[config.mk]
export PLATFORM = sky130hd
export DESIGN_NAME = bris_cfg
export DESIGN_NICKNAME = d
export VERILOG_FILES = /design/src/hw/rtl/bris_pkg.sv /design/src/hw/rtl/bris_cfg.sv
export SDC_FILE = /design/constraint.sdc
export NUM_CORES = 1
export LEC_CHECK = 0
export BUFFER_PORTS_ARGS = -buffer_cell sky130_fd_sc_hd__buf_2
export CAP_MARGIN = 20
export CORE_MARGIN = 5
export CORE_UTILIZATION = 38
export CTS_CLUSTER_SIZE = 40
export DETAILED_ROUTE_END_ITERATION = 6
export PLACE_DENSITY = 0.94
export SYNTH_ARGS = -nofsm -noshare
export SYNTH_HDL_FRONTEND = slang
export SYNTH_SLANG_ARGS = --single-unit
[constraint.sdc]
create_clock -name clk -period 1.23 [get_ports clk]
set_clock_uncertainty 0.1 [all_clocks]
set_input_delay 0.1845 -clock clk [delete_from_list [all_inputs] [get_ports clk]]
set_output_delay 0.1845 -clock clk [all_outputs]
set_load 0.02 [all_outputs]
[src/hw/rtl/bris_pkg.sv]
package bris_pkg;

	localparam int MAX_BITSETS_DEF      = 4;
	localparam int WORDS_PER_BITSET_DEF = 64;

	localparam int WORD_BITS = 64;
	localparam int POS_W     = 14;  // element positions up to 8192
	localparam int BLK_W     = 8;   // word positions up to 128
	localparam int CURSOR_W  = 13;
	localparam int START_W   = 12;
	localparam int LEN_W     = 13;
	localparam int TOTAL_W   = 13;
	localparam int NSET_W    = 3;
	localparam int SEL_W     = 2;
	localparam int WIDX_W    = 6;
	localparam int KIND_W    = 2;
	localparam int APB_AW    = 3;
	localparam int APB_DW    = 32;

	localparam logic [WORD_BITS-1:0] ALL_ONES = 64'hFFFF_FFFF_FFFF_FFFF;

	localparam logic [KIND_W-1:0] KIND_WRITE  = 2'd0;
	localparam logic [KIND_W-1:0] KIND_FIND   = 2'd1;
	localparam logic [KIND_W-1:0] KIND_REWIND = 2'd2;

	localparam logic REG_BITSETS_IN_USE = 1'b0;
	localparam logic REG_ELEMENT_TOTAL  = 1'b1;

	typedef struct packed {
		logic [NSET_W-1:0]  bitsets_in_use;
		logic [TOTAL_W-1:0] element_total;
	} cfg_t;

	// index of the lowest set bit; isolate it, then encode the one-hot word
	function automatic logic [5:0] lowest_set(input logic [WORD_BITS-1:0] x);
		logic [WORD_BITS-1:0] iso;
		logic [5:0]           idx;
		iso = x & (~x + 64'd1);
		for (int b = 0; b < 6; b++) begin
			idx[b] = 1'b0;
			for (int k = 0; k < WORD_BITS; k++) begin
				if (k[b]) begin
					idx[b] = idx[b] | iso[k];
				end
			end
		end
		return idx;
	endfunction

endpackage

[src/hw/rtl/bris_cfg.sv]
module bris_cfg (
	input  logic                        clk,
	input  logic                        arst_n,
	input  logic                        psel,
	input  logic                        penable,
	input  logic                        pwrite,
	input  logic [bris_pkg::APB_AW-1:0] paddr,
	input  logic [bris_pkg::APB_DW-1:0] pwdata,
	output logic [bris_pkg::APB_DW-1:0] prdata,
	output logic                        pready,
	output bris_pkg::cfg_t              cfg
);

	bris_pkg::cfg_t cfg_q;
	logic           wr_en;

	assign pready = 1'b1;
	assign wr_en  = psel && penable && pwrite;
	assign cfg    = cfg_q;

	always_ff @(posedge clk or negedge arst_n) begin
		if (!arst_n) begin
			cfg_q.bitsets_in_use <= bris_pkg::NSET_W'(1);
			cfg_q.element_total  <= '0;
		end else if (wr_en) begin
			case (paddr[2])
				bris_pkg::REG_BITSETS_IN_USE: begin
					cfg_q.bitsets_in_use <= pwdata[bris_pkg::NSET_W-1:0];
				end
				bris_pkg::REG_ELEMENT_TOTAL: begin
					cfg_q.element_total <= pwdata[bris_pkg::TOTAL_W-1:0];
				end
				default: begin
				end
			endcase
		end
	end

	always_comb begin
		case (paddr[2])
			bris_pkg::REG_BITSETS_IN_USE: prdata = bris_pkg::APB_DW'(cfg_q.bitsets_in_use);
			bris_pkg::REG_ELEMENT_TOTAL:  prdata = bris_pkg::APB_DW'(cfg_q.element_total);
			default:                      prdata = '0;
		endcase
	end

endmodule

Yosys cells after proc, flatten, opt, wreduce, memory -nomap -nowiden
Cells that the tools add are included.
- register bits after elaboration: 16
- bitwise logic cells: 1
- reductions and logical operators: 4
- multiplexer cells: 1
- operator list (kind ; count):
    $pmux W32 S2 ; 1
    $reduce_and A2 Y1 ; 2
    $logic_and A1 B1 Y1 ; 2
    $not A1 Y1 ; 1

Logic depth before layout (Yosys ltp)
Gate-level depths: netlist (run 1).
- word-level depth: 3
- mapped depth: 3

Worst setup path before layout (run 1)
Ideal clock, no wire load.
- path type: register to output
- start: reg cfg_q (netlist bit cfg[13])
- end: out prdata[0] (netlist name)
- setup slack: 0.145 ns
- path buffers: 0
- arrival time: 0.800 ns
- cell stages (with the launch flop): 2
- cells stage by stage: dfstp_2 -> mux2_2
- word-level cells in the longest chain between the ends: 1
- ends and longest elaborated chain (element ; line ; text):
    start, declared ; bris_cfg.sv:14 ; bris_pkg::cfg_t cfg_q;
    $pmux W32 S2 ; bris_cfg.sv:40 ; case (paddr[2])
    end, declared ; bris_cfg.sv:9 ; output logic [bris_pkg::APB_DW-1:0] prdata,
No other way between the ends. The select of a mux whose other input is x is not followed.

Final worst setup path (run 1)
Same ends and word-level chain as after synthesis.

==> flow_metrics.tcl, run 1 <==
set metrics [dict create \
    cts_buffers 3 \
    place_area_mm2 0.001105 \
    cts_root_buf "clkbuf_4" \
    wire_per_inst_um 13.52 \
    synth_flop_cell "dfrtp_1" \
    core_mm2 0.002255 \
    areaGrowthSynthToFinish_pct 61.21 \
    crit_chain "mux2_4, buf_6" \
    yosysMostFrequentCell "buf_4" \
    dp_hpwl_mm 1.632 \
    die_height_um 58.93 \
    critPathMaxStageDelay_ns 0.55 \
    total_power_mw 2.233 \
    drive_above_1_share 0.7286 \
    syn_avg_cell_area_um2 12.81 \
    cts_tree "yes" \
    period_minus_slack_ns 1.362 \
    clkSinkCount 16 \
    detailedRoute.firstPassIterationCount 3 \
    setup_ws_ns -0.1323 \
    critical_path.max_fanout 2 \
    crit_family "flip-flops" \
    ys_top_cells_by_area "dfrtp_1 41%, buf_4 17%, mux2_4 17%" \
    path_class "flop to output port" \
    synth_seq_cells 16 \
    crit_required_ns 0.95 \
    viasPerCell 4.107 \
    track_usage 0.1289 \
    synthArstFlopShare 1.000 \
    grt_max_degree 17 \
    yosys.cell_types.count 11 \
    yosysWarnings 0 \
    finalInstanceArea_mm2 0.001466 \
    cp_slowest_cell "dfstp_2" \
    yosysTopAreaCell "dfrtp_1" \
    hp-class "input pin to flop" \
    critPathLaunchType "flop" \
    htree_levels 1 \
    syn_inst 71 \
    diodes 0 \
    start_util 0.4034 \
    clkLatencyLatePin_ns 0.28 \
    row_count 17 \
    fin_cells 168 \
    drcViolationCount 0 \
    setup_viol 15 \
    syn_area_um2 909.6 \
    status "complete, but fails checks" \
    drt_wl_total_mm 2.271 \
    fill_cells 167 \
    gp_congestion 0.6769 \
    cp_num_buf_inv 1 \
    drt_iter0_markers 4 \
    layout.nets 181 \
    grt_pass1_vias 712 \
    overflow 0 \
    antenna_found_initial 0 \
    drv_slew 0 \
    power_leakage_nw 0.8126 \
    ys_seq_area_frac 0.4415 \
    vias 690 \
    drtAntennaViolNets 0 \
    synth_top_area_share 0.4127 \
    dieArea_mm2 0.003472 \
    rsz0062_at_grt "true" \
    maxCapViolations 0 \
    irDropWorstVdd_mv 1.176 \
    cts.clk_slew.worst_paths_ns 0.09 \
    grt_pass1_wl_mm 3.367 \
    failed_checks "negative setup slack" \
    cts.path.max_buffers 2 \
    crit_arrival_ns 1.08 \
    die_width_um 58.93 \
    io_buffer_count 47 \
    synth_edf_count 0 \
    fmax_mhz 734.1 \
    io_pins 89 \
    cp-end-kind "output port" \
    final.period_utilization 1.108 \
    dpl.cell_count 145 \
    p_per_area_mw_per_mm2 1523 \
    synthTopCellsByCount "20 x buf_4, 15 x dfrtp_1, 10 x and2_1, 10 x mux2_4, 9 x mux2_2" \
    finalHoldViolations 0 \
    largest_reg_flops 16 \
]
[report_power, final]
| group | switching (mW) | total [mW] | internal, mW |
|---|---|---|---|
| clock network | 0.149 | 0.274 | 0.126 |
| registers | 0.0804 | 0.728 | 0.648 |
| logic | 0.536 | 1.23 | 0.695 |
| total | 0.765 | 2.23 | 1.47 |
[final cells by class]
class	instances	area, um^2	area share
tap	28	35.03	0.02389
sequential	16	401.6	0.2739
multi-input combinational	51	446.7	0.3046
clock buffer	4	26.28	0.01792
timing repair buffer	69	556.8	0.3797
[timing repair]
action	in CTS	in global routing
buffers inserted	14	4
hold endpoints to repair	16	0
pin swaps	3	0
resized for setup	48	13
setup endpoints to repair	14	21
hold buffers	1	0
[path summary, 6_finish.rpt]
| kind | startpoint | end | slack, ns | depth (start not counted) |
|---|---|---|---|---|
| worst min register to register | cfg[8] | cfg[8] | 0.45 | 1 |
| max in group asynchronous | arst_n | cfg[13] | 0.48 | 2 |
| worst max register to register | cfg[14] | cfg[14] | 0.13 | 3 |
| min in group asynchronous | arst_n | cfg[8] | 0.24 | 2 |
| worst min-delay path | pwdata[5] | cfg[5] | 0.03 | 2 |
| worst max-delay path | cfg[13] | prdata[0] | -0.13 | 2 |
[placed cells by master (no fill, tap or decap)]
cell type / instances
conb_1: 20
nand4_2: 1
clkbuf_4: 3
mux2_2: 6
and2_4: 10
nand4b_1: 1
dfstp_2: 1
buf_4: 15
dfrtp_1: 15
buf_6: 27
buf_2: 26
mux2_4: 13
clkbuf_1: 1
dlygate4sd3_1: 1
[layer usage]
layer	vias up	global-route usage	part of all wire
met2	47	0.2539	0.51
met1	313	0.1267	0.37
met4	0	0.01942	0
met5	-	0	0
met3	0	0.05044	0.11
li1	330	-	-
[stage by stage]
stage                     worst slack (ns)  hold slack, ns  TNS [ns]  utilization
final                              -0.1323         0.02667   -0.7512       0.6504
after global routing               -0.1711        0.007811    -1.680       0.6504
after CTS                          -0.1230         0.02092   -0.6084       0.6165
after detailed placement           -0.1016         0.01334   -0.3727       0.4900
after global placement            -0.05726         0.01125   -0.1444       0.4900
after floorplan                     0.1451         -0.2111         0            -
[cells by family (layout without fill, tap and decap cells)]
logic type,count (synthesis),after routing,share of synthesized area
buffers and inverters,22,73,0.1816
other,2,20,0.008256
flip-flops,16,16,0.4415
AND/OR/NAND/NOR,12,12,0.09216
multiplexers,19,19,0.2765
[worst register-to-register path, delay by kind of cell, from the launching register on]
family	cells	cell delay, ns
flip-flops	1	0.38
multiplexers	1	0.26
buffers and inverters	2	0.25
Note: power is estimated with default switching activity, not from simulation.
==> inputs of run 2 (changes only) <==
Settings changed: CORE_ASPECT_RATIO set to 1.5, CORE_UTILIZATION 38 to 35, PLACE_DENSITY 0.94 to 0.88.
Clock period 1.23 ns to 1.35 ns, I/O delays scaled along.
==> run 2 against run 1 <==
Net effect: the flow still finishes with violations (negative setup slack); non-clock buffer count decreased by 6; sequential cell count unchanged; first-iteration DRC count increased by 50%; clock-buffer cell count unchanged; worst setup slack improved by 0.078 ns; cell area decreased by 12%; hold slack improved by 0.016 ns.
==> flow_metrics.tcl, run 2 (synthesis results as in run 1) <==
set metrics [dict create \
    diodes 0 \
    status "complete, but fails checks" \
    setup_viol 3 \
    crit_required_ns 1.05 \
    cts.clk_slew.worst_paths_ns 0.10 \
    detailedRoute.firstPassIterationCount 2 \
    whs_ns 0.04291 \
    r2r_setup_slack_ns 0.33 \
    cts_root_buf "clkbuf_4" \
    critPathLaunchType "flop" \
    die_height_um 72.44 \
    clkSinkCount 16 \
    hold_depth 2 \
    io_buffer_count 47 \
    rsz0062_at_grt "true" \
    overflow 0 \
    final_cell_mix "39 x buf_2, 20 x conb_1, 17 x buf_4" \
    cp-end-kind "output port" \
    final.period_utilization 1.040 \
    cts_tree "yes" \
    r2r_start "cfg[1]" \
    cts_buffers 3 \
    cp_slowest_cell "dfrtp_1" \
    row_count 22 \
    cts.path.max_buffers 2 \
    p_per_area_mw_per_mm2 1430 \
    grt_pass1_wl_mm 3.298 \
    finalHoldViolations 0 \
    holdCritStartpoint "pwdata[10]" \
    io_pins 89 \
    htree_levels 1 \
    r2r_cells 2 \
    hp-class "input pin to flop" \
    grt_max_degree 17 \
    largest_reg_flops 16 \
    clkLatencyLatePin_ns 0.28 \
    drt_iter0_markers 6 \
    place_area_mm2 0.001115 \
    power_leakage_nw 0.7419 \
    grt_pass1_vias 718 \
    core_mm2 0.002477 \
    failed_checks "negative setup slack" \
    drv_slew 0 \
    antenna_found_initial 0 \
    finalInstanceArea_mm2 0.001292 \
    dpl.cell_count 143 \
    setup_ws_ns -0.05460 \
    dieArea_mm2 0.003739 \
    fill_cells 226 \
    fmax_mhz 711.9 \
    irDropWorstVdd_mv 0.7101 \
    crit_arrival_ns 1.10 \
    start_util 0.3672 \
    areaGrowthSynthToFinish_pct 42.09 \
    gp_congestion 0.6671 \
    period_minus_slack_ns 1.405 \
    die_width_um 51.63 \
    r2r-end "cfg[1]" \
    critPathMaxStageDelay_ns 0.42 \
    drcViolationCount 0 \
    vias 685 \
    wire_per_inst_um 13.94 \
    drtAntennaViolNets 0 \
    maxCapViolations 0 \
    dp_hpwl_mm 1.599 \
    crit_chain "mux2_4, buf_6" \
    path_class "flop to output port" \
    drive_above_1_share 0.6567 \
    final_common_cell "buf_2" \
    hold_path_end "cfg[10]" \
    drt_wl_total_mm 2.202 \
    fin_cells 158 \
    layout.nets 175 \
    viasPerCell 4.335 \
    track_usage 0.1155 \
    critical_path.max_fanout 2 \
]
run 2: cell count changes in the layout (fill, tap and decap cells not counted), sizes merged:
| cell | change |
|---|---|
| buf | -6 |
run 2: area by class of cell:
type / count / area [um^2] / area share
multi-input combinational: 51 / 424.2 / 0.3282
timing repair buffer: 63 / 400.4 / 0.3098
sequential: 16 / 401.6 / 0.3107
tap: 24 / 30.03 / 0.02323
clock buffer: 4 / 36.28 / 0.02807
run 2: how the worst max path moves through the flow:
stage | endpoint | slack, ns | startpoint
after CTS | prdata[1] | -0.07 | cfg[1]
after global placement | cfg[15] | 0.06 | paddr[2]
final | prdata[1] | -0.05 | cfg[1]
after global routing | prdata[1] | -0.1 | cfg[1]
after detailed placement | cfg[15] | 0.02 | paddr[2]
after floorplan | prdata[0] | 0.25 | cfg[13]
run 2: critical path: cells and delay by family (launching register included):
| kind | cells | cell delay [ns] |
|---|---|---|
| mux | 1 | 0.27 |
| flops | 1 | 0.42 |
| buf+inv | 1 | 0.13 |
run 2: through the flow:
step / TNS [ns] / setup slack [ns] / util / total power, mW
global route: -0.2704 / -0.09800 / 0.5217 / 1.969
finish: -0.1239 / -0.05460 / 0.5217 / 1.849
global placement: 0 / 0.06265 / 0.4500 / 1.351
detailed placement: 0 / 0.02029 / 0.4500 / 1.372
floorplan: 0 / 0.2471 / - / 1.167
CTS: -0.1578 / -0.06590 / 0.4929 / 1.783
run 2: repair_timing:
item,4_1_cts,5_1_grt
endpoints found under the hold margin,15,0
hold buffers,1,0
gates cloned,0,0
buffers inserted,4,6
pin swaps,0,2
gates resized for setup,9,9
setup endpoints to repair,3,11
run 2: power breakdown:
| part | switching [mW] | internal (mW) | total [mW] |
|---|---|---|---|
| Combinational | 0.445 | 0.431 | 0.876 |
| Sequential | 0.0679 | 0.590 | 0.658 |
| Clock | 0.151 | 0.164 | 0.315 |
run 2: routing by layer:
metal  vias to the layer above  routed length [um]  part of all wire  track usage
met5                         -                   0                 0            0
met3                         4                 165             0.075      0.01848
met1                       318                 804              0.37       0.1412
met2                        45                1205              0.55       0.1955
li1                        318                   -                 -            -
met4                         0                  27             0.012      0.05248
