[src/hw/rtl/bris_pkg.sv]
package bris_pkg;

	localparam int MAX_BITSETS_DEF      = 4;
	localparam int WORDS_PER_BITSET_DEF = 64;

	localparam int WORD_BITS = 64;
	localparam int POS_W     = 14;  // element positions up to 8192
	localparam int BLK_W     = 8;   // word positions up to 128
	localparam int CURSOR_W  = 13;
	localparam int START_W   = 12;
	localparam int LEN_W     = 13;
	localparam int TOTAL_W   = 13;
	localparam int NSET_W    = 3;
	localparam int SEL_W     = 2;
	localparam int WIDX_W    = 6;
	localparam int KIND_W    = 2;
	localparam int APB_AW    = 3;
	localparam int APB_DW    = 32;

	localparam logic [WORD_BITS-1:0] ALL_ONES = 64'hFFFF_FFFF_FFFF_FFFF;

	localparam logic [KIND_W-1:0] KIND_WRITE  = 2'd0;
	localparam logic [KIND_W-1:0] KIND_FIND   = 2'd1;
	localparam logic [KIND_W-1:0] KIND_REWIND = 2'd2;

	localparam logic REG_BITSETS_IN_USE = 1'b0;
	localparam logic REG_ELEMENT_TOTAL  = 1'b1;

	typedef struct packed {
		logic [NSET_W-1:0]  bitsets_in_use;
		logic [TOTAL_W-1:0] element_total;
	} cfg_t;

	// index of the lowest set bit; isolate it, then encode the one-hot word
	function automatic logic [5:0] lowest_set(input logic [WORD_BITS-1:0] x);
		logic [WORD_BITS-1:0] iso;
		logic [5:0]           idx;
		iso = x & (~x + 64'd1);
		for (int b = 0; b < 6; b++) begin
			idx[b] = 1'b0;
			for (int k = 0; k < WORD_BITS; k++) begin
				if (k[b]) begin
					idx[b] = idx[b] | iso[k];
				end
			end
		end
		return idx;
	endfunction

endpackage

[src/hw/rtl/bris_if.sv]
interface bris_in_if;
	logic                         valid;
	logic                         ready;
	logic [bris_pkg::KIND_W-1:0]  kind;
	logic [bris_pkg::SEL_W-1:0]   bitset_select;
	logic [bris_pkg::WIDX_W-1:0]  word_index;
	logic [bris_pkg::WORD_BITS-1:0] word_value;

	modport source (output valid, kind, bitset_select, word_index, word_value, input ready);
	modport sink (input valid, kind, bitset_select, word_index, word_value, output ready);
endinterface

interface bris_out_if;
	logic                          valid;
	logic                          ready;
	logic                          run_found;
	logic [bris_pkg::START_W-1:0]  run_start;
	logic [bris_pkg::LEN_W-1:0]    run_length;

	modport source (output valid, run_found, run_start, run_length, input ready);
	modport sink (input valid, run_found, run_start, run_length, output ready);
endinterface

[src/hw/rtl/bris_scan.sv]
module bris_scan #(
	parameter int MAX_BITSETS      = bris_pkg::MAX_BITSETS_DEF,
	parameter int WORDS_PER_BITSET = bris_pkg::WORDS_PER_BITSET_DEF,
	localparam int DEPTH  = MAX_BITSETS * WORDS_PER_BITSET,
	localparam int ADDR_W = (DEPTH > 1) ? $clog2(DEPTH) : 1
) (
	input  logic                           clk,
	input  logic                           arst_n,
	input  bris_pkg::cfg_t                 cfg,
	bris_in_if.sink                        in_ch,
	bris_out_if.source                     out_ch,
	output logic                           mem_we,
	output logic [ADDR_W-1:0]              mem_waddr,
	output logic [bris_pkg::WORD_BITS-1:0] mem_wdata,
	output logic                           mem_re,
	output logic [ADDR_W-1:0]              mem_raddr,
	input  logic [bris_pkg::WORD_BITS-1:0] mem_rdata
);

	localparam int SET_W = (MAX_BITSETS > 1) ? $clog2(MAX_BITSETS) : 1;
	localparam int CNT_W = $clog2(MAX_BITSETS + 1);
	localparam int POS_W = bris_pkg::POS_W;
	localparam int BLK_W = bris_pkg::BLK_W;

	typedef enum logic [5:0] {
		S_IDLE   = 6'b000001,
		S_SEEK   = 6'b000010,
		S_SCAN   = 6'b000100,
		S_RUNEND = 6'b001000,
		S_EVAL   = 6'b010000,
		S_DONE   = 6'b100000
	} state_t;

	state_t                        state_q;
	logic                          clearing_q;
	logic [ADDR_W-1:0]             clr_q;
	logic [bris_pkg::CURSOR_W-1:0] cursor_q;
	logic [SET_W-1:0]              i_q;
	logic                          out_valid_q;

	logic [POS_W-1:0]              pos_q;
	logic [BLK_W-1:0]              blk_q;
	logic [5:0]                    s_q;
	logic                          first_q;
	logic [POS_W-1:0]              rs_q;
	logic [POS_W-1:0]              re_q;
	logic [POS_W-1:0]              last_q;
	logic                          res_found_q;
	logic [bris_pkg::START_W-1:0]  res_start_q;
	logic [bris_pkg::LEN_W-1:0]    res_len_q;
	logic                          out_found_q;
	logic [bris_pkg::START_W-1:0]  out_start_q;
	logic [bris_pkg::LEN_W-1:0]    out_len_q;

	logic                          accept;
	logic                          wr_item;
	logic [CNT_W-1:0]              n_eff;
	logic [BLK_W-1:0]              nblk_raw;
	logic [BLK_W-1:0]              nblk;
	logic [bris_pkg::TOTAL_W-1:0]  total_m1;
	logic [POS_W-1:0]              total_ext;
	logic [BLK_W-1:0]              pos_blk;
	logic [BLK_W-1:0]              blk_next;
	logic [bris_pkg::WORD_BITS-1:0] word_mask;
	logic [bris_pkg::WORD_BITS-1:0] start_hits;
	logic [bris_pkg::WORD_BITS-1:0] end_hits;
	logic [5:0]                    hit_pos;
	logic                          trim;
	logic [POS_W-1:0]              last_new;
	logic [POS_W-1:0]              len_a;
	logic [POS_W-1:0]              len_b;
	logic [POS_W-1:0]              len_min;
	logic                          eval_fail;
	logic                          restart;
	logic                          last_set;
	logic                          out_free;

	function automatic logic [ADDR_W-1:0] word_addr(input logic [SET_W-1:0] set,
			input logic [BLK_W-1:0] blk);
		return ADDR_W'(32'(set) * WORDS_PER_BITSET + 32'(blk));
	endfunction

	assign in_ch.ready      = (state_q == S_IDLE) && !clearing_q;
	assign accept           = in_ch.valid && in_ch.ready;
	assign out_ch.valid     = out_valid_q;
	assign out_ch.run_found  = out_found_q;
	assign out_ch.run_start  = out_start_q;
	assign out_ch.run_length = out_len_q;
	assign out_free         = !out_valid_q || out_ch.ready;

	always_comb begin
		if (cfg.bitsets_in_use == '0) begin
			n_eff = CNT_W'(1);
		end else if (32'(cfg.bitsets_in_use) > MAX_BITSETS) begin
			n_eff = CNT_W'(MAX_BITSETS);
		end else begin
			n_eff = CNT_W'(cfg.bitsets_in_use);
		end
		total_m1  = cfg.element_total - 13'd1;
		nblk_raw  = BLK_W'({1'b0, total_m1[12:6]}) + 8'd1;
		nblk      = (32'(nblk_raw) > WORDS_PER_BITSET) ? BLK_W'(WORDS_PER_BITSET) : nblk_raw;
		total_ext = POS_W'(cfg.element_total);
	end

	assign pos_blk    = pos_q[POS_W-1:6];
	assign blk_next   = blk_q + 8'd1;
	assign word_mask  = first_q ? (bris_pkg::ALL_ONES << s_q) : bris_pkg::ALL_ONES;
	assign start_hits = mem_rdata & word_mask;
	assign end_hits   = ~mem_rdata & word_mask;
	// one priority encoder serves both the start and the end search
	assign hit_pos    = bris_pkg::lowest_set((state_q == S_SCAN) ? start_hits : end_hits);

	always_comb begin
		trim      = (i_q != '0) && (re_q > last_q);
		last_new  = trim ? last_q : re_q;
		len_a     = last_new - rs_q;
		len_b     = total_ext - rs_q;
		len_min   = (len_a > len_b) ? len_b : len_a;
		eval_fail = (rs_q >= total_ext) || (rs_q == re_q);
		restart   = (i_q != '0) && (rs_q >= last_q);
		last_set  = (CNT_W'(i_q) + CNT_W'(1)) == n_eff;
	end

	// memory ports: clearing pass owns the write side after reset
	always_comb begin
		wr_item = accept && (in_ch.kind == bris_pkg::KIND_WRITE)
			&& (32'(in_ch.bitset_select) < MAX_BITSETS)
			&& (32'(in_ch.word_index) < WORDS_PER_BITSET);
		mem_we    = clearing_q || wr_item;
		mem_waddr = clearing_q ? clr_q
			: ADDR_W'(32'(in_ch.bitset_select) * WORDS_PER_BITSET + 32'(in_ch.word_index));
		mem_wdata = clearing_q ? '0 : in_ch.word_value;
		case (state_q)
			S_SEEK:   mem_re = pos_blk < nblk;
			S_SCAN:   mem_re = (start_hits == '0) && (blk_next < nblk);
			S_RUNEND: mem_re = (end_hits == '0) && (blk_next != nblk);
			default:  mem_re = 1'b0;
		endcase
		mem_raddr = word_addr(i_q, (state_q == S_SEEK) ? pos_blk : blk_next);
	end

	always_ff @(posedge clk or negedge arst_n) begin
		if (!arst_n) begin
			state_q     <= S_IDLE;
			clearing_q  <= 1'b1;
			clr_q       <= '0;
			cursor_q    <= '0;
			i_q         <= '0;
			out_valid_q <= 1'b0;
		end else begin
			if (clearing_q) begin
				clr_q <= clr_q + ADDR_W'(1);
				if (32'(clr_q) == DEPTH - 1) begin
					clearing_q <= 1'b0;
				end
			end
			if (state_q == S_DONE && out_free) begin
				out_valid_q <= 1'b1;
			end else if (out_ch.ready) begin
				out_valid_q <= 1'b0;
			end
			case (state_q)
				S_IDLE: begin
					if (accept) begin
						case (in_ch.kind)
							bris_pkg::KIND_REWIND: begin
								cursor_q <= '0;
							end
							bris_pkg::KIND_FIND: begin
								i_q <= '0;
								if (cfg.element_total == '0) begin
									cursor_q <= '0;
									state_q  <= S_DONE;
								end else begin
									state_q <= S_SEEK;
								end
							end
							default: begin
							end
						endcase
					end
				end
				S_SEEK: begin
					if (pos_blk >= nblk) begin
						cursor_q <= '0;
						state_q  <= S_DONE;
					end else begin
						state_q <= S_SCAN;
					end
				end
				S_SCAN: begin
					if (start_hits == '0) begin
						if (blk_next >= nblk) begin
							cursor_q <= '0;
							state_q  <= S_DONE;
						end
					end else begin
						state_q <= S_RUNEND;
					end
				end
				S_RUNEND: begin
					if (end_hits != '0 || blk_next == nblk) begin
						state_q <= S_EVAL;
					end
				end
				S_EVAL: begin
					if (eval_fail) begin
						cursor_q <= '0;
						state_q  <= S_DONE;
					end else if (restart) begin
						i_q     <= '0;
						state_q <= S_SEEK;
					end else if (last_set) begin
						cursor_q <= last_new[bris_pkg::CURSOR_W-1:0];
						state_q  <= S_DONE;
					end else begin
						i_q     <= i_q + SET_W'(1);
						state_q <= S_SEEK;
					end
				end
				S_DONE: begin
					if (out_free) begin
						state_q <= S_IDLE;
					end
				end
				default: begin
					state_q <= S_IDLE;
				end
			endcase
		end
	end

	always_ff @(posedge clk) begin
		case (state_q)
			S_IDLE: begin
				if (accept && in_ch.kind == bris_pkg::KIND_FIND) begin
					pos_q       <= POS_W'(cursor_q);
					res_found_q <= 1'b0;
					res_start_q <= '0;
					res_len_q   <= '0;
				end
			end
			S_SEEK: begin
				blk_q   <= pos_blk;
				s_q     <= pos_q[5:0];
				first_q <= 1'b1;
			end
			S_SCAN: begin
				if (start_hits == '0) begin
					blk_q   <= blk_next;
					first_q <= 1'b0;
				end else begin
					// word stays in the read register for the run-end search
					rs_q    <= {blk_q, hit_pos};
					s_q     <= hit_pos;
					first_q <= 1'b1;
				end
			end
			S_RUNEND: begin
				if (end_hits != '0) begin
					re_q <= {blk_q, hit_pos};
				end else if (blk_next == nblk) begin
					re_q <= {nblk, 6'd0};
				end else begin
					blk_q   <= blk_next;
					first_q <= 1'b0;
				end
			end
			S_EVAL: begin
				pos_q  <= rs_q;
				last_q <= last_new;
				if (!eval_fail && !restart && last_set) begin
					res_found_q <= 1'b1;
					res_start_q <= rs_q[bris_pkg::START_W-1:0];
					res_len_q   <= len_min[bris_pkg::LEN_W-1:0];
				end
			end
			S_DONE: begin
				if (out_free) begin
					out_found_q <= res_found_q;
					out_start_q <= res_start_q;
					out_len_q   <= res_len_q;
				end
			end
			default: begin
			end
		endcase
	end

endmodule

[src/flat_wrapper.sv]
// flat-port wrapper written by rule: the top's interface ports become plain ports
module bris_scan_flat 
#(
	parameter int MAX_BITSETS      = bris_pkg::MAX_BITSETS_DEF,
	parameter int WORDS_PER_BITSET = bris_pkg::WORDS_PER_BITSET_DEF,
	localparam int DEPTH  = MAX_BITSETS * WORDS_PER_BITSET,
	localparam int ADDR_W = (DEPTH > 1) ? $clog2(DEPTH) : 1
)
  (clk, arst_n, cfg, mem_we, mem_waddr, mem_wdata, mem_re, mem_raddr, mem_rdata, in_ch_valid, in_ch_kind, in_ch_bitset_select, in_ch_word_index, in_ch_word_value, in_ch_ready, out_ch_valid, out_ch_run_found, out_ch_run_start, out_ch_run_length, out_ch_ready);
  bris_in_if in_ch_i ();
  bris_out_if out_ch_i ();
  input  logic clk;
  input  logic arst_n;
  input  bris_pkg::cfg_t cfg;
  output logic mem_we;
  output logic [ADDR_W-1:0] mem_waddr;
  output logic [bris_pkg::WORD_BITS-1:0] mem_wdata;
  output logic mem_re;
  output logic [ADDR_W-1:0] mem_raddr;
  input  logic [bris_pkg::WORD_BITS-1:0] mem_rdata;
  input wire logic [$bits(in_ch_i.valid)-1:0] in_ch_valid;
  input wire logic [$bits(in_ch_i.kind)-1:0] in_ch_kind;
  input wire logic [$bits(in_ch_i.bitset_select)-1:0] in_ch_bitset_select;
  input wire logic [$bits(in_ch_i.word_index)-1:0] in_ch_word_index;
  input wire logic [$bits(in_ch_i.word_value)-1:0] in_ch_word_value;
  output wire logic [$bits(in_ch_i.ready)-1:0] in_ch_ready;
  output wire logic [$bits(out_ch_i.valid)-1:0] out_ch_valid;
  output wire logic [$bits(out_ch_i.run_found)-1:0] out_ch_run_found;
  output wire logic [$bits(out_ch_i.run_start)-1:0] out_ch_run_start;
  output wire logic [$bits(out_ch_i.run_length)-1:0] out_ch_run_length;
  input wire logic [$bits(out_ch_i.ready)-1:0] out_ch_ready;
  assign in_ch_i.valid = in_ch_valid;
  assign in_ch_i.kind = in_ch_kind;
  assign in_ch_i.bitset_select = in_ch_bitset_select;
  assign in_ch_i.word_index = in_ch_word_index;
  assign in_ch_i.word_value = in_ch_word_value;
  assign in_ch_ready = in_ch_i.ready;
  assign out_ch_valid = out_ch_i.valid;
  assign out_ch_run_found = out_ch_i.run_found;
  assign out_ch_run_start = out_ch_i.run_start;
  assign out_ch_run_length = out_ch_i.run_length;
  assign out_ch_i.ready = out_ch_ready;
  bris_scan #(.MAX_BITSETS(MAX_BITSETS), .WORDS_PER_BITSET(WORDS_PER_BITSET)) u_core (.clk(clk), .arst_n(arst_n), .cfg(cfg), .in_ch(in_ch_i), .out_ch(out_ch_i), .mem_we(mem_we), .mem_waddr(mem_waddr), .mem_wdata(mem_wdata), .mem_re(mem_re), .mem_raddr(mem_raddr), .mem_rdata(mem_rdata));
endmodule
[config.mk]
export PLATFORM = sky130hd
export DESIGN_NAME = bris_scan_flat
export DESIGN_NICKNAME = d
export VERILOG_FILES = /design/src/hw/rtl/bris_pkg.sv /design/src/hw/rtl/bris_if.sv /design/src/hw/rtl/bris_scan.sv /design/src/flat_wrapper.sv
export SDC_FILE = /design/constraint.sdc
export NUM_CORES = 1
export LEC_CHECK = 0
export BUFFER_PORTS_ARGS = -buffer_cell sky130_fd_sc_hd__buf_2
export CORE_MARGIN = 2
export CORE_UTILIZATION = 25
export CTS_CLUSTER_DIAMETER = 80
export DETAILED_ROUTE_END_ITERATION = 7
export PLACE_DENSITY = 0.45
export SLEW_MARGIN = 15
export SYNTH_ARGS = -nofsm -noshare
export SYNTH_HDL_FRONTEND = slang
export SYNTH_SLANG_ARGS = --single-unit
[constraint.sdc]
create_clock -name clk -period 7.18 [get_ports clk]
set_input_delay 0.359 -clock clk [delete_from_list [all_inputs] [get_ports clk]]
set_output_delay 0.359 -clock clk [all_outputs]
set_load 0.1 [all_outputs]
# Word level (Yosys, flattened, before mapping)
# Index checks and enable logic that the tools add are counted.
[word_totals]
inputBits = 158
out_inout_bits = 110
reg_bits = 154
[op_classes]
n_bitwise = 192
order_cmp = 10
add_sub_neg = 11
reduce_logical = 43
shifts = 1
eq_ne = 32
n_mux = 66
[op_table]
columns = ["op", "n"]
rows = [
  ["64-bit bitwise AND", 3],
  ["64-bit 2-to-1 mux", 3],
  ["1-bit OR", 186],
  ["13-bit 2-to-1 mux", 11],
  ["64-bit zero test", 2],
  ["64-bit NOT", 2],
  ["6-bit 2-to-1 mux", 12],
  ["64-bit by 1-bit adder with 64-bit output, second input constant", 1],
  ["64-bit nonzero test", 1],
  ["64-bit by 6-bit << shifter with 64-bit output, first input constant", 1],
  ["14-bit 2-to-1 mux", 4],
  ["13-bit one-hot mux with 2 select lines", 2],
  ["13-bit one-hot mux with 4 select lines", 1],
  ["8-bit 2-to-1 mux", 6],
  ["6-bit one-hot mux with 6 select lines", 1],
  ["14-bit greater-than comparator", 2],
  ["14-bit one-hot mux with 2 select lines", 1],
  ["12-bit 2-to-1 mux", 2],
  ["12-bit one-hot mux with 2 select lines", 1],
  ["8-bit one-hot mux with 3 select lines", 1],
  ["2-bit inequality test, second input constant", 9],
  ["8-bit by 1-bit adder with 8-bit output, second input constant", 2],
  ["8-bit >= comparator", 2],
  ["8-bit < comparator", 2],
  ["51 further kinds", 97],
]

# Logic depth before layout (Yosys ltp)
[logic_depth]
word_depth = 40
mapped_depth = 32
depth_no_buf = 30

# Worst setup path before layout
# Ideal clock, no wire load.
[synth_timing]
kind = "register -> register"
start = "register u_core.re_q[1]"
end = "register u_core.res_len_q[6] (netlist name), data pin"
period_less_slack_ps = 6369
t_required_ps = 6914
slack_ps = 811
t_arrival_ps = 6103
n_path_buf = 2
stages_incl_launch_ff = 29
cell_sequence = "edfxtp_1 -> ha_1 -> nor2b_1 -> o21a_1 -> o21a_1 -> o21ai_0 -> a21oi_1 -> o31ai_1 -> clkbuf_1 -> mux2i_1 -> ha_1 -> inv_1 -> fa_1 -> a21o_1 -> a21oi_1 -> o21bai_1 -> a21oi_1 -> o21bai_1 -> and4_1 -> o31a_1 -> xor2_1 -> ha_1 -> nand4_1 -> nor2_1 -> a21oi_1 -> a21oi_1 -> clkbuf_1 -> mux2i_1 -> nor2_1"
[synth_via]
elab_chain_cells = 8
[synth_lines]
columns = ["element", "line", "rtl"]
rows = [
  ["start, declared", "bris_scan.sv:46", "logic [POS_W-1:0] re_q;"],
  ["start signal, assigned", "bris_scan.sv:261", "re_q <= {blk_q, hit_pos};"],
  ["start signal, assigned", "bris_scan.sv:263", "re_q <= {nblk, 6'd0};"],
  ["14-bit greater-than comparator", "bris_scan.sv:114", "trim = (i_q != '0) && (re_q > last_q);"],
  ["1-bit logical AND", "bris_scan.sv:114", ""],
  ["14-bit 2-to-1 mux *", "bris_scan.sv:115", "last_new = trim ? last_q : re_q;"],
  ["14-bit subtractor *", "bris_scan.sv:116", "len_a = last_new - rs_q;"],
  ["14-bit greater-than comparator", "bris_scan.sv:118", "len_min = (len_a > len_b) ? len_b : len_a;"],
  ["13-bit 2-to-1 mux *", "bris_scan.sv:118", ""],
  ["13-bit 2-to-1 mux *", "bris_scan.sv:272", "if (!eval_fail && !restart && last_set) begin"],
  ["13-bit one-hot mux with 2 select lines *", "bris_scan.sv:234", "case (state_q)"],
  ["end signal, assigned", "bris_scan.sv:275", "res_len_q <= len_min[bris_pkg::LEN_W-1:0];"],
  ["end, declared", "bris_scan.sv:50", "logic [bris_pkg::LEN_W-1:0] res_len_q;"],
]
# Every way passes the cells marked *; elsewhere a longest branch is shown, timed or not. The select of a mux whose other input is x is not followed.
# A chain may end at the register's enable or synchronous reset.

# Worst setup path after layout
[layout_timing]
start = "register u_core.re_q[1]"
end = "register u_core.res_len_q[4] (netlist name), data pin"
# The elaborated chain is that of the path after synthesis.

==> flow_metrics.tcl <==
set metrics [dict create \
    via_per_inst 5.48 \
    die_h_microns 250 \
    ys.flop_type "edfxtp_1" \
    drive_gt1_frac 0.201 \
    holdCritPathClass "primary input to async pin" \
    postLayoutCoreUtil 0.298 \
    h-tree-depth 4 \
    maxCapViolCount 0 \
    timing.final.crit_period_ps 6370 \
    drc 0 \
    cts_buffers 17 \
    crit_fanout 16 \
    grt_pass1_vias 15300 \
    cts_resized 0 \
    tns_ps 0 \
    rsz0062_at_grt "no" \
    clk_latency_ps 440 \
    power_density_mw_per_mm2 217 \
    yosys.area.top_type "edfxtp_1" \
    skew_ps 17.6 \
    relSlewSlack 0.312 \
    worst_pin_slew_ps 1030 \
    synth_edf_count 123 \
    critPathSlowestCell "o31ai_2" \
    synth-async-reset-ratio 0.201 \
    met1Wirelength_microns 29400 \
    yosysSeqAreaShare 0.295 \
    clock_sinks 154 \
    grt_use_total 0.200 \
    worstPathArrival_ps 6540 \
    rr_endpoint "u_core.res_len_q[4]$_SDFFCE_PN0P_" \
    holdWs_ps 65.0 \
    drt_pre_antenna_iters 8 \
    die-area_sq_mm 0.0626 \
    pwr-share-clk 0.245 \
    crit_top_cell "a21oi_1" \
    final_nets 2312 \
    cp.required_ps 7340 \
    r2r_start "u_core.re_q[1]$_SDFFCE_PN0P_" \
    synthCells 1838 \
    synth.cell_area_sq_mm 0.0151 \
    portBuffers 267 \
    clock_path_buffers 2 \
    crit_path_end_kind "flip-flop" \
    rr_worst_depth 29 \
    io_pins 268 \
    hpwl_microns 50600 \
    post_dp_cell_area_sq_mm 0.0173 \
    top_layer "met4" \
    grt_max_degree 82 \
    syn_to_final_growth_pct 18.2 \
    drt_iter0_markers 1440 \
    place.gp.congestion 0.915 \
    routed-wl-met2_microns 29400 \
    clkTransAtPathRegs_ps 70 \
    synth.top_cell.area_share 0.244 \
    ir_drop_mv 0.153 \
    avgSynthCellArea_sq_um 8.24 \
    antenna_found_initial 2 \
    slowest_delay_ps 570 \
    root_buffer "clkbuf_16" \
    stdcell_area_sq_mm 0.0179 \
    synthTopCellsByArea "edfxtp_1 24%, ha_1 7.6%, dfrtp_1 4.8%, o21ai_0 4.6%, a21oi_1 4.1%" \
    core_sq_mm 0.0601 \
    r2r_slack_ps 810 \
    ys_ff_latch 154 \
    via_count 15700 \
    period_share 0.887 \
    setup_viol 0 \
    wl_microns 64600 \
    path_class "flip-flop to flip-flop" \
    cts_setup_buffers 0 \
    grt_pass1_wl_microns 95900 \
    postRouteAntennaNets 0 \
    power_leakage_uw 0.00738 \
    max_freq_ghz 0.157 \
    switching_share 0.464 \
    ys.warnings.count 0 \
    p_comb_frac 0.474 \
    final_common_cell "buf_2" \
    p_seq_frac 0.281 \
    initial_core_util 0.252 \
    p_sw_uw 1800 \
    wl_met3_microns 4390 \
    p_int_uw 2080 \
    row_count 90 \
    hold_violations 0 \
    wire_per_inst_microns 22.6 \
    overflow 0 \
    cts_hold_buf 0 \
    most-common-layout-cells "267 x buf_2, 140 x nor2_1, 137 x o21ai_0" \
    cts_tree "yes" \
    die_w_microns 250 \
    status "finished, final reports clean" \
    startpoint_type "flip-flop" \
    slew_viol_final 0 \
    synth.distinct_cells 95 \
]
-- worst max path at each step --
stage | startpoint | endpoint | cells after the start
after floorplan | u_core.re_q[1]$_SDFFCE_PN0P_ | u_core.res_len_q[6]$_SDFFCE_PN0P_ | 28
after global placement | u_core.re_q[1]$_SDFFCE_PN0P_ | u_core.res_len_q[12]$_SDFFCE_PN0P_ | 27
after detailed placement | u_core.re_q[1]$_SDFFCE_PN0P_ | u_core.res_len_q[4]$_SDFFCE_PN0P_ | 29
after CTS | u_core.re_q[1]$_SDFFCE_PN0P_ | u_core.res_len_q[4]$_SDFFCE_PN0P_ | 29
after global routing | u_core.re_q[1]$_SDFFCE_PN0P_ | u_core.res_len_q[1]$_SDFFCE_PN0P_ | 29
final | u_core.re_q[1]$_SDFFCE_PN0P_ | u_core.res_len_q[4]$_SDFFCE_PN0P_ | 29
-- state kept, by name, summed over array words and instances (netlist names), 13 cells and up --
signal / flops
u_core.last_q: 14
u_core.pos_q: 14
u_core.re_q: 14
u_core.rs_q: 14
u_core.cursor_q: 13
u_core.out_ch.run_length: 13
u_core.res_len_q: 13
-- worst max-delay path, delay by kind of cell, from the launching register on --
| family | cells | cell delay [ps] |
|---|---|---|
| simple gates | 3 | 260 |
| compound gates | 17 | 3090 |
| mux | 2 | 580 |
| buf+inv | 2 | 270 |
| xor+xnor | 1 | 200 |
| fa+ha+maj | 4 | 1250 |
| flops | 1 | 440 |
-- power groups by stage --
stage / clock network, uW / logic (uW) / registers [uW]
floorplan: 0 / 1310 / 1080
global placement: 0 / 1820 / 1110
detailed placement: 0 / 1820 / 1110
CTS: 979 / 1830 / 1090
global route: 1010 / 1970 / 1100
finish: 952 / 1840 / 1090
-- per-stage QoR --
stage                     cells  setup slack (ps)  power, uW
after floorplan            1839               811       2390
after global placement     2823               933       2930
after detailed placement   2823               866       2930
after CTS                  2855               859       3900
after global routing       2855               349       4080
final                      2857               808       3890
-- cell families (layout without fill, tap and decap cells) --
kind of cell	after synthesis	in the layout	synth area share
and+or+nand+nor	701	701	0.248
AOI/OAI and AO/OA	561	561	0.244
buffers and inverters	205	439	0.0578
DFF	154	154	0.295
adders and majority gates	95	95	0.0793
xor gates and xnor gates	79	79	0.0457
muxes	42	42	0.0305
other	1	4	0.000248
-- cells in the mapped netlist, types with 10 or more instances --
master / number
a31oi_1: 21
a21oi_1: 124
and3_1: 17
mux2_2: 29
nor3_1: 52
ha_1: 92
inv_1: 106
or3_1: 26
o22ai_1: 19
edfxtp_1: 123
a211oi_1: 17
nor4_1: 29
nor2b_1: 98
dfrtp_1: 29
a21o_1: 35
nand3_1: 69
o21ai_0: 138
nand2_1: 129
nand2b_1: 13
buf_2: 42
nand3b_1: 13
o21bai_1: 15
xor2_1: 23
nor2_1: 140
o2111ai_1: 10
o211ai_1: 15
and2_1: 13
nand4_1: 38
xnor2_1: 56
mux2i_1: 12
a21boi_0: 15
clkbuf_1: 37
o21a_1: 14
-- layer usage --
metal / global-route usage / vias to the layer above
met5: 0 / -
met4: 0.0541 / 0
met3: 0.0353 / 63
met2: 0.324 / 656
met1: 0.274 / 7613
li1: - / 7335
-- cell type report --
type	count	area, sq um
diodes	2	5.00
clock buffers	19	443
clock inverters	13	156
fillers	6515	42200
inverters	107	402
multi-input cells	1480	9840
flip-flops and latches	154	4470
well taps	782	978
repair buffers	300	1600
Note: power is estimated with default switching activity, not from simulation.
